===== src/hw/rtl/dicl_pkg.sv =====
// ----------------------------------------------------------------------------
// dicl_pkg
// Shared types and constants of the display init command list parser.
// ----------------------------------------------------------------------------
package dicl_pkg;

  localparam int unsigned ByteW  = 8;
  localparam int unsigned ArgW   = 7;
  localparam int unsigned MsW    = 9;

  localparam logic [ByteW-1:0] DelayLongCode = 8'd255;
  localparam logic [MsW-1:0]   DelayLongMs   = 9'd500;

  typedef enum logic [2:0] {
    PH_COUNT = 3'd0,
    PH_CMD   = 3'd1,
    PH_ARGC  = 3'd2,
    PH_ARGS  = 3'd3,
    PH_DELAY = 3'd4
  } phase_t;

  typedef enum logic [1:0] {
    KIND_CMD   = 2'd0,
    KIND_DATA  = 2'd1,
    KIND_DELAY = 2'd2,
    KIND_DONE  = 2'd3
  } kind_t;

  typedef struct packed {
    logic             has;
    kind_t            kind;
    logic [ByteW-1:0] value;
    logic [MsW-1:0]   ms;
    logic             done;
  } dicl_result_t;

endpackage


===== src/hw/rtl/dicl_in_stage.sv =====
// ----------------------------------------------------------------------------
// dicl_in_stage
// Input register that holds one table byte until the parser consumes it.
// ----------------------------------------------------------------------------
module dicl_in_stage
  import dicl_pkg::*;
(
  input  logic             clk,
  input  logic             rst,
  input  logic             in_valid,
  output logic             in_ready,
  input  logic [ByteW-1:0] list_byte,
  input  logic             take,
  output logic             held_valid,
  output logic [ByteW-1:0] held_byte
);

  assign in_ready = !held_valid || take;

  always_ff @(posedge clk) begin
    if (rst) begin
      held_valid <= 1'b0;
    end else if (in_ready) begin
      held_valid <= in_valid;
    end
  end

  always_ff @(posedge clk) begin
    if (in_valid && in_ready) begin
      held_byte <= list_byte;
    end
  end

endmodule


===== src/hw/rtl/dicl_parser.sv =====
// ----------------------------------------------------------------------------
// dicl_parser
// Parse state registers and the per-byte decode of the command table.
// ----------------------------------------------------------------------------
module dicl_parser
  import dicl_pkg::*;
(
  input  logic             clk,
  input  logic             rst,
  input  logic             step,
  input  logic [ByteW-1:0] cur_byte,
  output dicl_result_t     res
);

  phase_t           phase, phase_next;
  logic [ByteW-1:0] commands_left, commands_left_next;
  logic [ArgW-1:0]  args_left, args_left_next;
  logic             delay_pending, delay_pending_next;
  logic [ByteW-1:0] cmds_dec;
  logic [ArgW-1:0]  args_dec;

  always_ff @(posedge clk) begin
    if (rst) begin
      phase         <= PH_COUNT;
      commands_left <= '0;
      args_left     <= '0;
      delay_pending <= 1'b0;
    end else if (step) begin
      phase         <= phase_next;
      commands_left <= commands_left_next;
      args_left     <= args_left_next;
      delay_pending <= delay_pending_next;
    end
  end

  assign cmds_dec = commands_left - 8'd1;
  assign args_dec = args_left - 7'd1;

  always_comb begin
    phase_next         = phase;
    commands_left_next = commands_left;
    args_left_next     = args_left;
    delay_pending_next = delay_pending;
    res                = '{has: 1'b0, kind: KIND_CMD, value: '0, ms: '0, done: 1'b0};
    unique case (phase)
      PH_CMD: begin
        res.has    = 1'b1;
        res.kind   = KIND_CMD;
        res.value  = cur_byte;
        phase_next = PH_ARGC;
      end
      PH_ARGC: begin
        args_left_next     = cur_byte[ArgW-1:0];
        delay_pending_next = cur_byte[ByteW-1];
        if (cur_byte[ArgW-1:0] != '0) begin
          phase_next = PH_ARGS;
        end else if (cur_byte[ByteW-1]) begin
          phase_next = PH_DELAY;
        end else begin
          commands_left_next = cmds_dec;
          delay_pending_next = 1'b0;
          args_left_next     = '0;
          if (cmds_dec == '0) begin
            phase_next = PH_COUNT;
            res.has    = 1'b1;
            res.kind   = KIND_DONE;
            res.done   = 1'b1;
          end else begin
            phase_next = PH_CMD;
          end
        end
      end
      PH_ARGS: begin
        args_left_next = args_dec;
        res.has        = 1'b1;
        res.kind       = KIND_DATA;
        res.value      = cur_byte;
        if (args_dec == '0) begin
          if (delay_pending) begin
            phase_next = PH_DELAY;
          end else begin
            commands_left_next = cmds_dec;
            delay_pending_next = 1'b0;
            if (cmds_dec == '0) begin
              phase_next = PH_COUNT;
              res.done   = 1'b1;
            end else begin
              phase_next = PH_CMD;
            end
          end
        end
      end
      PH_DELAY: begin
        commands_left_next = cmds_dec;
        delay_pending_next = 1'b0;
        args_left_next     = '0;
        res.has            = 1'b1;
        res.kind           = KIND_DELAY;
        res.ms             = (cur_byte == DelayLongCode) ? DelayLongMs : {1'b0, cur_byte};
        if (cmds_dec == '0) begin
          phase_next = PH_COUNT;
          res.done   = 1'b1;
        end else begin
          phase_next = PH_CMD;
        end
      end
      default: begin
        args_left_next     = '0;
        delay_pending_next = 1'b0;
        commands_left_next = cur_byte;
        if (cur_byte == '0) begin
          phase_next = PH_COUNT;
          res.has    = 1'b1;
          res.kind   = KIND_DONE;
          res.done   = 1'b1;
        end else begin
          phase_next = PH_CMD;
        end
      end
    endcase
  end

endmodule


===== src/hw/rtl/dicl_out_stage.sv =====
// ----------------------------------------------------------------------------
// dicl_out_stage
// Result register that holds one result item until it is taken.
// ----------------------------------------------------------------------------
module dicl_out_stage
  import dicl_pkg::*;
(
  input  logic             clk,
  input  logic             rst,
  input  logic             load,
  input  dicl_result_t     res,
  output logic             room,
  output logic             out_valid,
  input  logic             out_ready,
  output logic [1:0]       out_kind,
  output logic [ByteW-1:0] out_value,
  output logic [MsW-1:0]   delay_ms,
  output logic             list_done
);

  assign room = !out_valid || out_ready;

  always_ff @(posedge clk) begin
    if (rst) begin
      out_valid <= 1'b0;
    end else if (room) begin
      out_valid <= load;
    end
  end

  always_ff @(posedge clk) begin
    if (load && room) begin
      out_kind  <= res.kind;
      out_value <= res.value;
      delay_ms  <= res.ms;
      list_done <= res.done;
    end
  end

endmodule


===== src/hw/rtl/display_init_command_list_parser.sv =====
// ----------------------------------------------------------------------------
// display_init_command_list_parser
// Interprets a display init command table byte by byte and emits command,
// argument data, delay and end-of-list result items.
// ----------------------------------------------------------------------------
//   Channel  Direction  Handshake              Payload
//   in       input      in_valid / in_ready    list_byte
//   out      output     out_valid / out_ready  out_kind, out_value, delay_ms,
//                                              list_done
//
// One byte is accepted per cycle unless its result waits on a stalled out; it is
// held in the input register, then its result is loaded into the result register.
// Throughput is limited only by the result register draining on the out side.
// Reset clears the parse state to expecting a command count and empties both
// registers. A stall on out holds the result and backs up into the input
// register; bytes that give no result still pass while out is stalled.
// ----------------------------------------------------------------------------
module display_init_command_list_parser
  import dicl_pkg::*;
(
  input  logic             clk,
  input  logic             rst,
  input  logic             in_valid,
  output logic             in_ready,
  input  logic [ByteW-1:0] list_byte,
  output logic             out_valid,
  input  logic             out_ready,
  output logic [1:0]       out_kind,
  output logic [ByteW-1:0] out_value,
  output logic [MsW-1:0]   delay_ms,
  output logic             list_done
);

  logic             held_valid;
  logic [ByteW-1:0] held_byte;
  logic             take;
  logic             room;
  dicl_result_t     res;

  assign take = held_valid && (!res.has || room);

  dicl_in_stage u_in (
    .clk       (clk),
    .rst       (rst),
    .in_valid  (in_valid),
    .in_ready  (in_ready),
    .list_byte (list_byte),
    .take      (take),
    .held_valid(held_valid),
    .held_byte (held_byte)
  );

  dicl_parser u_parser (
    .clk     (clk),
    .rst     (rst),
    .step    (take),
    .cur_byte(held_byte),
    .res     (res)
  );

  dicl_out_stage u_out (
    .clk      (clk),
    .rst      (rst),
    .load     (take && res.has),
    .res      (res),
    .room     (room),
    .out_valid(out_valid),
    .out_ready(out_ready),
    .out_kind (out_kind),
    .out_value(out_value),
    .delay_ms (delay_ms),
    .list_done(list_done)
  );

`ifndef SYNTH
  a_cmd_not_done: assert property (@(posedge clk) disable iff (rst)
    out_valid && out_kind == KIND_CMD |-> !list_done)
    else $error("command result marked as end of list");

  a_ms_only_delay: assert property (@(posedge clk) disable iff (rst)
    out_valid && out_kind != KIND_DELAY |-> delay_ms == '0)
    else $error("nonzero delay on a non-delay result");

  a_value_zero: assert property (@(posedge clk) disable iff (rst)
    out_valid && (out_kind == KIND_DELAY || out_kind == KIND_DONE) |-> out_value == '0)
    else $error("value on a delay or done result");

  a_empty_after_rst: assert property (@(posedge clk)
    rst |=> !out_valid)
    else $error("result pending right after reset");
`endif

endmodule

===== config.mk =====
export PLATFORM = sky130hd
export DESIGN_NAME = display_init_command_list_parser
export DESIGN_NICKNAME = d
export VERILOG_FILES = /design/src/hw/rtl/dicl_pkg.sv /design/src/hw/rtl/dicl_in_stage.sv /design/src/hw/rtl/dicl_parser.sv /design/src/hw/rtl/dicl_out_stage.sv /design/src/hw/rtl/display_init_command_list_parser.sv
export SDC_FILE = /design/constraint.sdc
export NUM_CORES = 1
export LEC_CHECK = 0
export ABC_AREA = 1
export BUFFER_PORTS_ARGS = -buffer_cell sky130_fd_sc_hd__buf_2
export CAP_MARGIN = 15
export CELL_PAD_IN_SITES_DETAIL_PLACEMENT = 0
export CELL_PAD_IN_SITES_GLOBAL_PLACEMENT = 1
export CORE_MARGIN = 2
export CORE_UTILIZATION = 38
export DETAILED_ROUTE_END_ITERATION = 12
export HOLD_SLACK_MARGIN = 0.05
export PLACE_DENSITY_LB_ADDON = 0.3
export SYNTH_ARGS = -nofsm -noshare
export SYNTH_HDL_FRONTEND = slang
export SYNTH_SLANG_ARGS = --single-unit

===== constraint.sdc =====
create_clock -name clk -period 2.2 [get_ports clk]
set_input_delay 0.44 -clock clk [delete_from_list [all_inputs] [get_ports clk]]
set_output_delay 0.44 -clock clk [all_outputs]
set_load 0.01 [all_outputs]

; Yosys cells after proc, flatten, opt, wreduce, memory -nomap -nowiden
; Index checks and enable logic that the tools add are counted.
[classes]
bitwise = 2
n_addsub = 2
mux = 33
n_reduce_logical = 20
n_eq_ne = 9
[ops]
columns = cell, n
row1 = 8-bit 2-to-1 mux, 4
row2 = 8-bit case mux with 4 select lines, 1
row3 = 3-bit 2-to-1 mux, 8
row4 = 3-bit case mux with 4 select lines, 2
row5 = 7-bit case mux with 3 select lines, 1
row6 = 8-bit zero test, 2
row7 = 7-bit 2-to-1 mux, 2
row8 = 1-bit 2-to-1 mux, 12
row9 = 9-bit 2-to-1 mux, 1
row10 = "8-bit == test, second input constant", 1
row11 = "8-bit by 1-bit subtractor with 8-bit output, second input constant", 1
row12 = 7-bit zero test, 1
row13 = 7-bit nonzero test, 1
row14 = "7-bit by 1-bit subtractor with 7-bit output, second input constant", 1
row15 = "3-bit by 2-bit == test with 1-bit output, second input constant", 2
row16 = "2-bit != test, second input constant", 3
row17 = 6-bit AND reduction, 1
row18 = 1-bit logical AND, 4
row19 = 1-bit case mux with 4 select lines, 1
row20 = 2-bit AND reduction, 2
row21 = 2-bit OR reduction, 2
row22 = "3-bit by 1-bit == test with 1-bit output, second input constant", 1
row23 = "3-bit == test, second input constant", 1
row24 = 1-bit zero test, 3
row25 = other kinds (5), 8
[word_totals]
out_inout_bits = 22
ff_bits = 49
inputBits = 12
word_cells = 78

; Logic depth before layout (Yosys ltp)
; Gate-level depths: netlist of the first run.
[logic_depth]
depth_word = 11
depth_mapped = 16
depth_no_buf = 15

; Modules after synthesis
; From an unflattened synthesis of the first run, not the netlist that was laid out.
[unflattened]
hier_cells = 299
area_unflattened_um2 = 2472.4
[modules_own_cells]
columns = module, area_per_inst_um2, n_inst, seq_area_each_um2, cells_each
row1 = dicl_parser, 1511.4, 1, 380.4, 254
row2 = dicl_out_stage, 648.1, 1, 620.6, 26
row3 = dicl_in_stage, 287.8, 1, 260.2, 14
row4 = display_init_command_list_parser, 25.0, 1, 0.0, 5

; Worst setup path before layout of the first run
; No wires, ideal clock.
[synth_path]
path_kind = reg-to-reg
startpoint = reg u_parser.commands_left[0]
endpoint = reg u_out.delay_ms[0] (enable)
stages_incl_launch_ff = 13
path_slack_ps = -23
path_buffers = 0
required_time_ps = 1824
setup_time_ps = 376
t_arrival_ps = 1848
period_less_slack_ps = 2223
cell_sequence = dfxtp_1 inv_1 ha_1 nand2_1 nor2_2 nand3_1 nand2_1 nor2_4 nand3_4 nand4_4 nand2_4 nand3_1 inv_1
[synth_via]
elab_chain_len = 11
[synth_rtl]
columns = item, line_no
row1 = start: declaration, dicl_parser.sv:16  ; logic [ByteW-1:0] commands_left, commands_left_next;
row2 = start signal: assignment, dicl_parser.sv:30  ; commands_left <= commands_left_next;
row3 = 8-bit by 1-bit subtractor with 8-bit output (*), dicl_parser.sv:36  ; assign cmds_dec = commands_left - 8'd1;
row4 = 8-bit zero test (*), dicl_parser.sv:63  ; if (cmds_dec == '0) begin
row5 = 3-bit 2-to-1 mux (*), dicl_parser.sv:63
row6 = 3-bit 2-to-1 mux (*), dicl_parser.sv:57  ; end else if (cur_byte[ByteW-1]) begin
row7 = 3-bit 2-to-1 mux (*), dicl_parser.sv:55  ; if (cur_byte[ArgW-1:0] != '0) begin
row8 = 3-bit case mux with 4 select lines (*), dicl_parser.sv:45  ; unique case (phase)
row9 = 1-bit zero test, display_init_command_list_parser.sv:40  ; assign take = held_valid && (!res.has || room);
row10 = 1-bit logical OR, display_init_command_list_parser.sv:40
row11 = 1-bit logical AND, display_init_command_list_parser.sv:40
row12 = 1-bit logical AND (*), display_init_command_list_parser.sv:64  ; .load (take && res.has),
row13 = 1-bit logical AND (*), dicl_out_stage.sv:32  ; if (load && room) begin
row14 = end signal: assignment, dicl_out_stage.sv:35  ; delay_ms <= res.ms;
row15 = end: declaration, dicl_out_stage.sv:17  ; output logic [MsW-1:0] delay_ms,
; Every way passes the cells marked *; elsewhere a longest branch is shown, timed or not.
; A chain may end at the register's enable or synchronous reset.

; Worst setup path after layout of the first run
[layout_path]
startpoint = reg u_in.held_byte[1]
endpoint = out in_ready
[layout_via]
elab_chain_len = 7
elab_cells_between_ends = 9
cone_classes = mux (3) / reduce/logical (6)
[layout_rtl]
columns = item, line_no
row1 = start: declaration, dicl_in_stage.sv:15  ; output logic [ByteW-1:0] held_byte
row2 = start signal: assignment, dicl_in_stage.sv:30  ; held_byte <= list_byte;
row3 = 8-bit zero test / 7-bit nonzero test (equally long branches), "dicl_parser.sv:111, dicl_parser.sv:55"
row4 = "3-bit 2-to-1 mux, on equally long branches", "dicl_parser.sv:111, dicl_parser.sv:55"
row5 = 3-bit case mux with 4 select lines (*), dicl_parser.sv:45
row6 = 1-bit zero test (*), display_init_command_list_parser.sv:40
row7 = 1-bit logical OR (*), display_init_command_list_parser.sv:40
row8 = 1-bit logical AND (*), display_init_command_list_parser.sv:40
row9 = 1-bit logical OR (*), dicl_in_stage.sv:18  ; assign in_ready = !held_valid || take;
row10 = end: declaration, display_init_command_list_parser.sv:24  ; output logic in_ready,
; Marks and branches as above.

==> results of run 1 <==
## cell usage in the layout, fill, tap and decap left out, drive strengths merged
cell type  netlist  routed
a21oi           13      13
buf              6      53
bufinv           0       1
clkbuf           2       5
clkinv           0       1
clkinvlp         0       1
dfxtp           21      21
edfxtp          28      28
ha               4       4
inv             37      37
nand2           73      73
nand3           23      23
nand4            8       8
nor2            56      56
nor3             3       3
nor4             2       2
o21ai           12      12
o21bai           1       1
o22ai            6       6
xnor2            2       2
xor2             4       4
## cell families (layout without fill, tap and decap cells)
family | Yosys count | in the layout | synth area share, %
and+or+nand+nor | 165 | 165 | 31.1
DFF | 49 | 49 | 50.6
buffers and inverters | 45 | 98 | 7.33
AOI/OAI and AO/OA | 32 | 32 | 6.83
xor gates and xnor gates | 6 | 6 | 2.11
adders and majority gates | 4 | 4 | 2.01
## what timing repair did
action,in CTS,in global routing
gates resized for setup,13,14
pin swaps,4,7
cloned,0,0
buffers inserted,6,2
setup endpoints to repair,1,39
## registers in the layout, summed over array words and instances (netlist names)
register,cells
u_parser.phase,3
u_out.delay_ms,9
u_out.out_valid,1
u_in.held_valid,1
u_parser.commands_left,8
u_parser.args_left,7
u_in.held_byte,8
u_out.list_done,1
u_out.out_kind,2
u_out.out_value,8
u_parser.delay_pending,1
## cell type report
cell class / instances / area [um^2]
fillers: 623 / 3260
flip-flops and latches: 49 / 1260
multi-input cells: 207 / 1140
repair buffers: 53 / 334
inverters: 37 / 145
well taps: 77 / 96.3
clock buffers: 5 / 68.8
clock inverters: 3 / 43.8
## how the worst min path moves through the flow
stage	start	to	slack [ns]	cells past startpoint
6_report	list_byte[0]	u_in.held_byte[0]	0.31	1
2_1_floorplan	u_parser.args_left[1]	u_parser.args_left[1]	0.45	2
5_1_grt	list_byte[3]	u_in.held_byte[3]	0.30	1
3_3_place_gp	u_parser.args_left[1]	u_parser.args_left[1]	0.45	2
4_1_cts	list_byte[6]	u_in.held_byte[6]	0.30	1
3_5_place_dp	u_parser.args_left[1]	u_parser.args_left[1]	0.46	2
## power groups by stage
stage / clock [mW] / sequential [mW] / combinational, mW
6_report: 0.659 / 1.03 / 0.310
5_1_grt: 0.713 / 1.04 / 0.348
4_1_cts: 0.676 / 1.03 / 0.297
3_5_place_dp: 0 / 1.05 / 0.267
3_3_place_gp: 0 / 1.05 / 0.268
2_1_floorplan: 0 / 1.04 / 0.191
## metal layers
metal / vias to the layer above / track usage, % / routed length (um)
met4: 0 / 5.34 / 93
met1: 943 / 24.0 / 2780
li1: 1084 / - / -
met2: 56 / 24.1 / 2540
met3: 6 / 2.92 / 269
met5: - / 0 / 0
## through the flow
step                instance area, um^2  setup WS (ns)  power (mW)  util, %
floorplan                          2490         0.0216        1.23        -
global placement                   2820         0.0885        1.32     44.3
detailed placement                 2820         0.0400        1.32     44.3
CTS                                3020        -0.0152        2.00     47.6
global route                       3090         -0.181        2.10     48.7
finish                             3090        -0.0482        2.00     48.7
==> results.ini, run 1 <==
[global_route]
overflow=0
grt_pass1_wl_um=9280
track_usage_pct=16.3
grt_antenna_before_repair=0
grt_max_degree=21
grt_pass1_vias=1895

[clocking]
htreeDepth=2
clk_latency_ns=0.30
numCtsBuffers=5
cts_num_sinks=49
clockRootBuffer=clkbuf_8
cts.clk_slew.worst_paths_ns=0.09
clk_path_buf_depth=2
tritoncts=yes
hold_buffers=0

[synth]
synth_edf_count=28
yosysTopAreaCell=edfxtp_1
synthCells=301
ys_top_cells_by_count=71 x nand2_1, 50 x nor2_1, 31 x inv_1
synth.most_common_cell=nand2_1
yosysSeqAreaShare_pct=50.6
syn_area_per_cell_um2=8.28
synthTopCellsByArea=edfxtp_1 34%, dfxtp_1 17%, nand2_1 11%, nor2_1 7.5%, inv_1 4.7%
synthDistinctLibCells=29
yosys_register_bits=49
syn-num-nets=317
yosysWarnings=0
syn-cell-area_um2=2490
synthFlopType=edfxtp_1
async_reset_ff_share_pct=0
yosys.area.top_type_share_pct=33.8

[floorplan]
die_w_um=85.0
core_area_um2=6350
dieArea_um2=7220
pin_count=34
fp.dieH_um=85.0
rows=29
start_util_pct=39.2

[sta]
setup_viol=1
maxSlewHeadroom_pct=69.0
period_share_pct=102
fin_skew_ns=0.00859
fin_crit_ns=2.25
drv_slew=0
fin_ws_ns=-0.0482
grt_setup_unrepaired=yes
final_hold_viol_count=0
setup-tns-final_ns=-0.0482
hold_ws_ns=0.311
clock.fmax_mhz=445
tightest_slew_ns=0.464

[job]
drv_cap=0

[power]
power_frac_comb_pct=15.5
ir_worst_vdd_mv=0.297
power_switching_uw=540
p_seq_share_pct=51.6
leakagePower_nw=1.33
power_density_nw_per_um2=647
p_int_mw=1.46
clkPwrFrac_pct=32.9
p_sw_share_pct=27.0

[drt]
via_count=2089
wl_um=5680
viasPerCell=4.85
wire_per_inst_um=13.2
ant_nets=0
drt-initial-drc-count=126
drc=0
drt-pass1-iter-count=4

[place]
io_buffers=33
place_inst=415
place_congestion=0.921
dp_hpwl_um=4120

[critical_path]
cp_top_family=simple AND/OR/NAND/NOR gates
crit_start=u_in.held_byte[1]
endpoint_kind=output pin
r2r_cells=12
critical_path.max_stage_delay_ns=0.41
required_ns=1.76
path_class=flip-flop to output pin
critPathCapture=in_ready
crit_chain=inv_2 -> nand2_2 -> nor3_4 -> nand3_2 -> nor2_4 -> nand3_4 -> nand4_4 -> nand3_4 -> buf_6
critical_path_cell_count=9
cp_slowest_cell=edfxtp_1
worst-path-max-fanout=2
cp-start-kind=flip-flop
r2r_start=u_in.held_byte[1]
crit_buf_inv=2
ff2ff_setup_slack_ns=0.02
worstPathArrival_ns=1.81
path_common_cell=nand3_4
r2r-end=u_out.list_done

[layout]
stdcell_count=431
area_growth_pct=24.1
drive_gt1_share_pct=28.5
final_nets=369
n_antenna_cell=0

[status]
failed_checks=setup timing
outcome=finished with violations

[worst_hold_path]
hold_class=input pin to flip-flop

Power figures use the tool's default switching activity.
==> inputs of run 2 (changes only) <==
--- a/config.mk
+++ b/config.mk
@@ -8,10 +8,8 @@
 export ABC_AREA = 1
 export BUFFER_PORTS_ARGS = -buffer_cell sky130_fd_sc_hd__buf_2
 export CAP_MARGIN = 15
-export CELL_PAD_IN_SITES_DETAIL_PLACEMENT = 0
-export CELL_PAD_IN_SITES_GLOBAL_PLACEMENT = 1
 export CORE_MARGIN = 2
-export CORE_UTILIZATION = 38
+export CORE_UTILIZATION = 45
 export DETAILED_ROUTE_END_ITERATION = 12
 export HOLD_SLACK_MARGIN = 0.05
 export PLACE_DENSITY_LB_ADDON = 0.3
==> run 2 against run 1 <==
Against the previous run:
- the flow still finishes with violations (setup timing)
- sequential cell count did not move
- first-iteration DRC count rose by 1.6%
- count of clock-buffer cells in the layout did not move
- critical path depth rose by 2
- cell count fell by 2.1%
- non-clock buffer count fell by 4
- critical endpoint unchanged
- largest cell class unchanged
==> results.ini, run 2 (synthesized netlist as in run 1, its figures left out) <==
[critical_path]
worstPathArrival_ns=1.84  ; +0.03 ns
r2r_start=u_parser.commands_left[1]
crit_buf_inv=2  ; unchanged
required_ns=1.76  ; about the same
crit_start=u_parser.commands_left[1]
crit_chain=inv_2 -> ha_4 -> nand2_4 -> nand2_2 -> nor2_2 -> nand3_2 -> nor2_4 -> nand3_4 -> nand4_4 -> nand3_4 -> buf_6
worst-path-max-fanout=3  ; +1
path_common_cell=nand3_4
endpoint_kind=output pin
cp_slowest_cell=dfxtp_2
critical_path.max_stage_delay_ns=0.37  ; -0.04 ns
path_class=flip-flop to output pin
cp_top_family=simple AND/OR/NAND/NOR gates
cp-start-kind=flip-flop

[power]
power_density_nw_per_um2=624  ; -3.6%
leakagePower_nw=1.29  ; -2.5%
ir_worst_vdd_mv=0.450  ; +51%
total_power_mw=1.88  ; -5.8%

[clocking]
cts_num_sinks=49  ; unchanged
htreeDepth=2  ; unchanged
numCtsBuffers=5  ; unchanged
tritoncts=yes
clockRootBuffer=clkbuf_8
clk_path_buf_depth=2  ; unchanged
cts.clk_slew.worst_paths_ns=0.10  ; about the same
clk_latency_ns=0.31  ; about the same

[layout]
top_register=u_out.delay_ms
final_cell_area_um2=3020  ; -2.3%
final_common_cell=nand2_1
drive_gt1_share_pct=28.0  ; -0.53 points
final_nets=365  ; -1.1%
final_cell_mix=66 x nand2_1, 48 x nor2_1, 32 x buf_2
fill_cells=502  ; -19%
largest_reg_flops=9  ; unchanged
area_growth_pct=21.2
n_antenna_cell=0  ; unchanged

[drt]
ant_nets=0  ; unchanged
drc=0  ; unchanged
drt-initial-drc-count=128  ; +1.6%
viasPerCell=4.93  ; +1.6%
drt-pass1-iter-count=4  ; unchanged
wl_um=5260  ; -7.3%
via_count=2079  ; -0.48%
wire_per_inst_um=12.5  ; -5.3%

[sta]
grt_setup_unrepaired=yes
fin_crit_ns=2.28  ; +0.0286 ns
period_share_pct=103  ; +1.3 points
setup_viol=1  ; unchanged
fin_skew_ns=0.00864  ; +0.0000515 ns
fin_ws_ns=-0.0768  ; -0.0286 ns
final_hold_viol_count=0  ; unchanged
maxSlewHeadroom_pct=68.3  ; -0.69 points
tightest_slew_ns=0.474  ; +0.0103 ns
clock.fmax_mhz=439  ; -1.3%
drv_slew=0  ; unchanged

[global_route]
track_usage_pct=18.5  ; +2.3 points
overflow=0  ; unchanged
grt_pass1_wl_um=8810  ; -5.1%
grt_pass1_vias=1890  ; -0.26%
grt_max_degree=21  ; unchanged
grt_antenna_before_repair=0  ; unchanged

[place]
io_buffers=33  ; unchanged
place_congestion=0.933  ; +1.3%
place_area_um2=2800  ; -0.49%
dp_hpwl_um=3720  ; -9.7%

[floorplan]
core_area_um2=5440  ; -14%
die_w_um=78.4  ; -7.7%
start_util_pct=45.8  ; +6.6 points
dieArea_um2=6150  ; -15%
fp.dieH_um=78.4  ; -7.7%
rows=27  ; -6.9%
pin_count=34  ; unchanged

[status]
outcome=finished with violations
failed_checks=setup timing

[worst_hold_path]
hold_class=input pin to flip-flop
min_from=list_byte[2]

[job]
drv_cap=0  ; unchanged

run 2: timing repair:
action,CTS,global route
hold buffers,0,0
endpoints found under the hold margin,0,0
endpoints found under the setup margin,1,39
setup buffers,4,1
pin swaps,6,12
gates resized for setup,11,14
run 2: per-stage QoR:
step	setup WS (ns)	cells	util [%]	TNS, ns	hold WS, ns
4_1_cts	-0.0562	421	54.5	-0.0562	0.303
6_report	-0.0768	422	55.5	-0.0768	0.308
5_1_grt	-0.183	422	55.5	-0.226	0.296
2_1_floorplan	0.0216	301	-	0	0.445
3_5_place_dp	0.0464	409	51.5	0	0.457
3_3_place_gp	0.121	409	51.5	0	0.456
run 2: area by class of cell:
cell class | count | area (um^2) | share of cell area [%]
inverter | 37 | 143 | 4.72
timing repair buffer | 49 | 304 | 10.1
clock inverter | 3 | 25.0 | 0.829
sequential | 49 | 1260 | 41.9
clock buffer | 5 | 68.8 | 2.28
tap | 72 | 90.1 | 2.98
multi-input combinational | 207 | 1120 | 37.2
run 2: worst paths after layout:
path / end / slack (ns) / cells after the start
max: in_ready / -0.08 / 11
min: u_in.held_byte[2] / 0.31 / 1
max reg2reg: u_out.delay_ms[6] / 0.11 / 13
min reg2reg: u_parser.args_left[5] / 0.47 / 2
run 2: power breakdown:
group | switching, mW | internal [mW] | leakage, nW
clock | 0.320 | 0.230 | 0.0447
sequential | 0.0291 | 1.00 | 0.430
combinational | 0.191 | 0.113 | 0.818
total | 0.540 | 1.34 | 1.29
run 2: routing by layer:
layer / global-route usage [%] / part of all wire [%]
met5: 0 / 0
met4: 7.02 / 2.5
met3: 3.91 / 4.8
met2: 28.9 / 46
met1: 25.5 / 47
==> inputs of run 3 (changes only) <==
--- a/config.mk
+++ b/config.mk
@@ -7,9 +7,9 @@
 export LEC_CHECK = 0
 export ABC_AREA = 1
 export BUFFER_PORTS_ARGS = -buffer_cell sky130_fd_sc_hd__buf_2
-export CAP_MARGIN = 15
+export CAP_MARGIN = 25
 export CORE_MARGIN = 2
-export CORE_UTILIZATION = 45
+export CORE_UTILIZATION = 61
 export DETAILED_ROUTE_END_ITERATION = 12
 export HOLD_SLACK_MARGIN = 0.05
 export PLACE_DENSITY_LB_ADDON = 0.3
==> constraint.sdc (replaced) <==
create_clock -name clk -period 2.92 [get_ports clk]
set_input_delay 0.584 -clock clk [delete_from_list [all_inputs] [get_ports clk]]
set_output_delay 0.584 -clock clk [all_outputs]
set_load 0.01 [all_outputs]
==> run 3 against run 2 <==
Against the previous run:
- the run now ends clean
- cell count shrank 8.3%
- total power decreased by 19%
- first-iteration DRC count up 90%
- global-route usage rose by 5.3 points
- clock skew increased by 0.0059 ns
- wire length is 7.6% lower
- core utilization up 16 points
- die area down 25%
- clock power rose by 3%
- critical endpoint unchanged
- highest routed layer unchanged
==> results.ini, run 3 (synthesized netlist as in run 1, its figures left out) <==
[clocking]
post-cts-setup-buffers=0  ; -4
tritoncts=yes
hold_buffers=0  ; unchanged
cts_num_sinks=49  ; unchanged
clockRootBuffer=clkbuf_8
clk_path_buf_depth=2  ; unchanged
cts-resized-gates=0  ; -11
numCtsBuffers=5  ; unchanged
cts.clk_slew.worst_paths_ns=0.09  ; about the same
htreeDepth=2  ; unchanged
clk_latency_ns=0.31  ; about the same

[floorplan]
start_util_pct=62.7  ; +17 points
dieArea_um2=4610  ; -25%
pin_count=34  ; unchanged
rows=23  ; -15%
core_area_um2=3970  ; -27%
fp.dieH_um=67.9  ; -13%
die_w_um=67.9  ; -13%

[drt]
viasPerCell=5.26  ; +6.7%
drt-pass1-iter-count=4  ; unchanged
wl_um=4860  ; -7.6%
drc=0  ; unchanged
via_count=2034  ; -2.2%
wire_per_inst_um=12.6  ; +0.74%
ant_nets=0  ; unchanged
drt-initial-drc-count=243  ; +90%

[critical_path]
crit_start=u_parser.commands_left[0]
r2r_cells=13  ; unchanged
worst-path-max-fanout=7  ; +4
required_ns=2.34  ; +0.58 ns
crit_chain=inv_1 -> ha_1 -> nand2_1 -> nor2_2 -> nand2_1 -> nand2_1 -> nand2_1 -> nor2_4 -> nand3_4 -> nand4_4 -> nand3_1 -> buf_2
cp-start-kind=flip-flop
r2r_start=u_parser.commands_left[0]
r2r-end=u_out.out_kind[0]
path_common_cell=nand2_1
path_class=flip-flop to output pin
cp_slowest_cell=dfxtp_1
worstPathArrival_ns=2.15  ; +0.31 ns
endpoint_kind=output pin
critical_path.max_stage_delay_ns=0.33  ; -0.04 ns
ff2ff_setup_slack_ns=0.57  ; +0.46 ns
critPathCapture=in_ready

[global_route]
grt_antenna_before_repair=0  ; unchanged
grt_pass1_wl_um=8110  ; -8.0%
track_usage_pct=23.8  ; +5.3 points
grt_pass1_vias=1828  ; -3.3%
grt_max_degree=21  ; unchanged
overflow=0  ; unchanged

[sta]
final_hold_viol_count=0  ; unchanged
tightest_slew_ns=0.418  ; -0.0563 ns
fin_crit_ns=2.73
fin_skew_ns=0.0146  ; +0.00592 ns
grt_setup_unrepaired=no
drv_slew=0  ; unchanged
period_share_pct=93.5
clock.fmax_mhz=366
setup-tns-final_ns=0  ; +0.0768 ns
setup_viol=0  ; -1
maxSlewHeadroom_pct=72.1  ; +3.8 points

[power]
leakagePower_nw=1.25  ; -3.1%
power_density_nw_per_um2=540  ; -14%
ir_worst_vdd_mv=0.367  ; -18%
total_power_mw=1.53  ; -19%

[layout]
final_cell_mix=71 x nand2_1, 50 x nor2_1, 33 x buf_2
drive_gt1_share_pct=19.6  ; -8.4 points
final_common_cell=nand2_1
top_register=u_out.delay_ms
largest_reg_flops=9  ; unchanged
fill_cells=318  ; -37%
area_growth_pct=13.7
final_nets=352  ; -3.6%
n_antenna_cell=0  ; unchanged

[job]
drv_cap=0  ; unchanged

[status]
outcome=completed

[place]
place_congestion=0.908  ; -2.7%
dp_hpwl_um=3550  ; -4.7%
io_buffers=33  ; unchanged

[worst_hold_path]
hold_class=input pin to flip-flop
min_from=list_byte[0]

==> run 3: routing by layer <==
metal  vias up  routed length (um)  track usage, %
met1       906                2260            32.1
met2        70                2190            38.2
li1       1051                   -               -
met4         0                  74            9.75
met3         7                 342            4.11
met5         -                   0               0
==> run 3: worst max-delay path: cells and delay by family (launching register included) <==
| family | cells | cell delay (ns) |
|---|---|---|
| adders and majority gates | 1 | 0.20 |
| buffers and inverters | 2 | 0.33 |
| DFF | 1 | 0.33 |
| and+or+nand+nor | 9 | 0.97 |
==> run 3: worst min path at each step <==
stage                     slack, ns  cells after the start                     to
final                          0.46                      1      u_in.held_byte[0]
after global routing           0.45                      1      u_in.held_byte[5]
after CTS                      0.45                      1      u_in.held_byte[3]
after detailed placement       0.46                      2  u_parser.args_left[5]
after global placement         0.45                      2  u_parser.args_left[1]
after floorplan                0.45                      2  u_parser.args_left[1]
==> run 3: cell type report <==
class	instances	area, um^2	area share, %
multi-input combinational	207	1050	37.0
timing repair buffer	36	188	6.63
sequential	49	1260	44.5
clock buffer	5	68.8	2.43
inverter	37	139	4.90
tap	50	62.6	2.21
clock inverter	3	65.1	2.30
==> run 3: power breakdown <==
part | switching (mW) | total [mW] | internal (mW) | leakage [nW]
Combinational | 0.130 | 0.191 | 0.0614 | 0.756
Sequential | 0.0193 | 0.774 | 0.754 | 0.429
Clock | 0.223 | 0.564 | 0.340 | 0.0681
Total | 0.372 | 1.53 | 1.16 | 1.25
==> run 3: through the flow <==
stage                     setup WS, ns  std cells  area [um^2]  hold WS, ns  util (%)
after global routing            0.0293        387         2830        0.450      71.3
after floorplan                  0.697        301         2490        0.445         -
after global placement           0.663        379         2700        0.454      67.9
final                            0.190        387         2830        0.458      71.3
after detailed placement         0.542        379         2700        0.457      67.9
after CTS                        0.199        387         2830        0.455      71.3
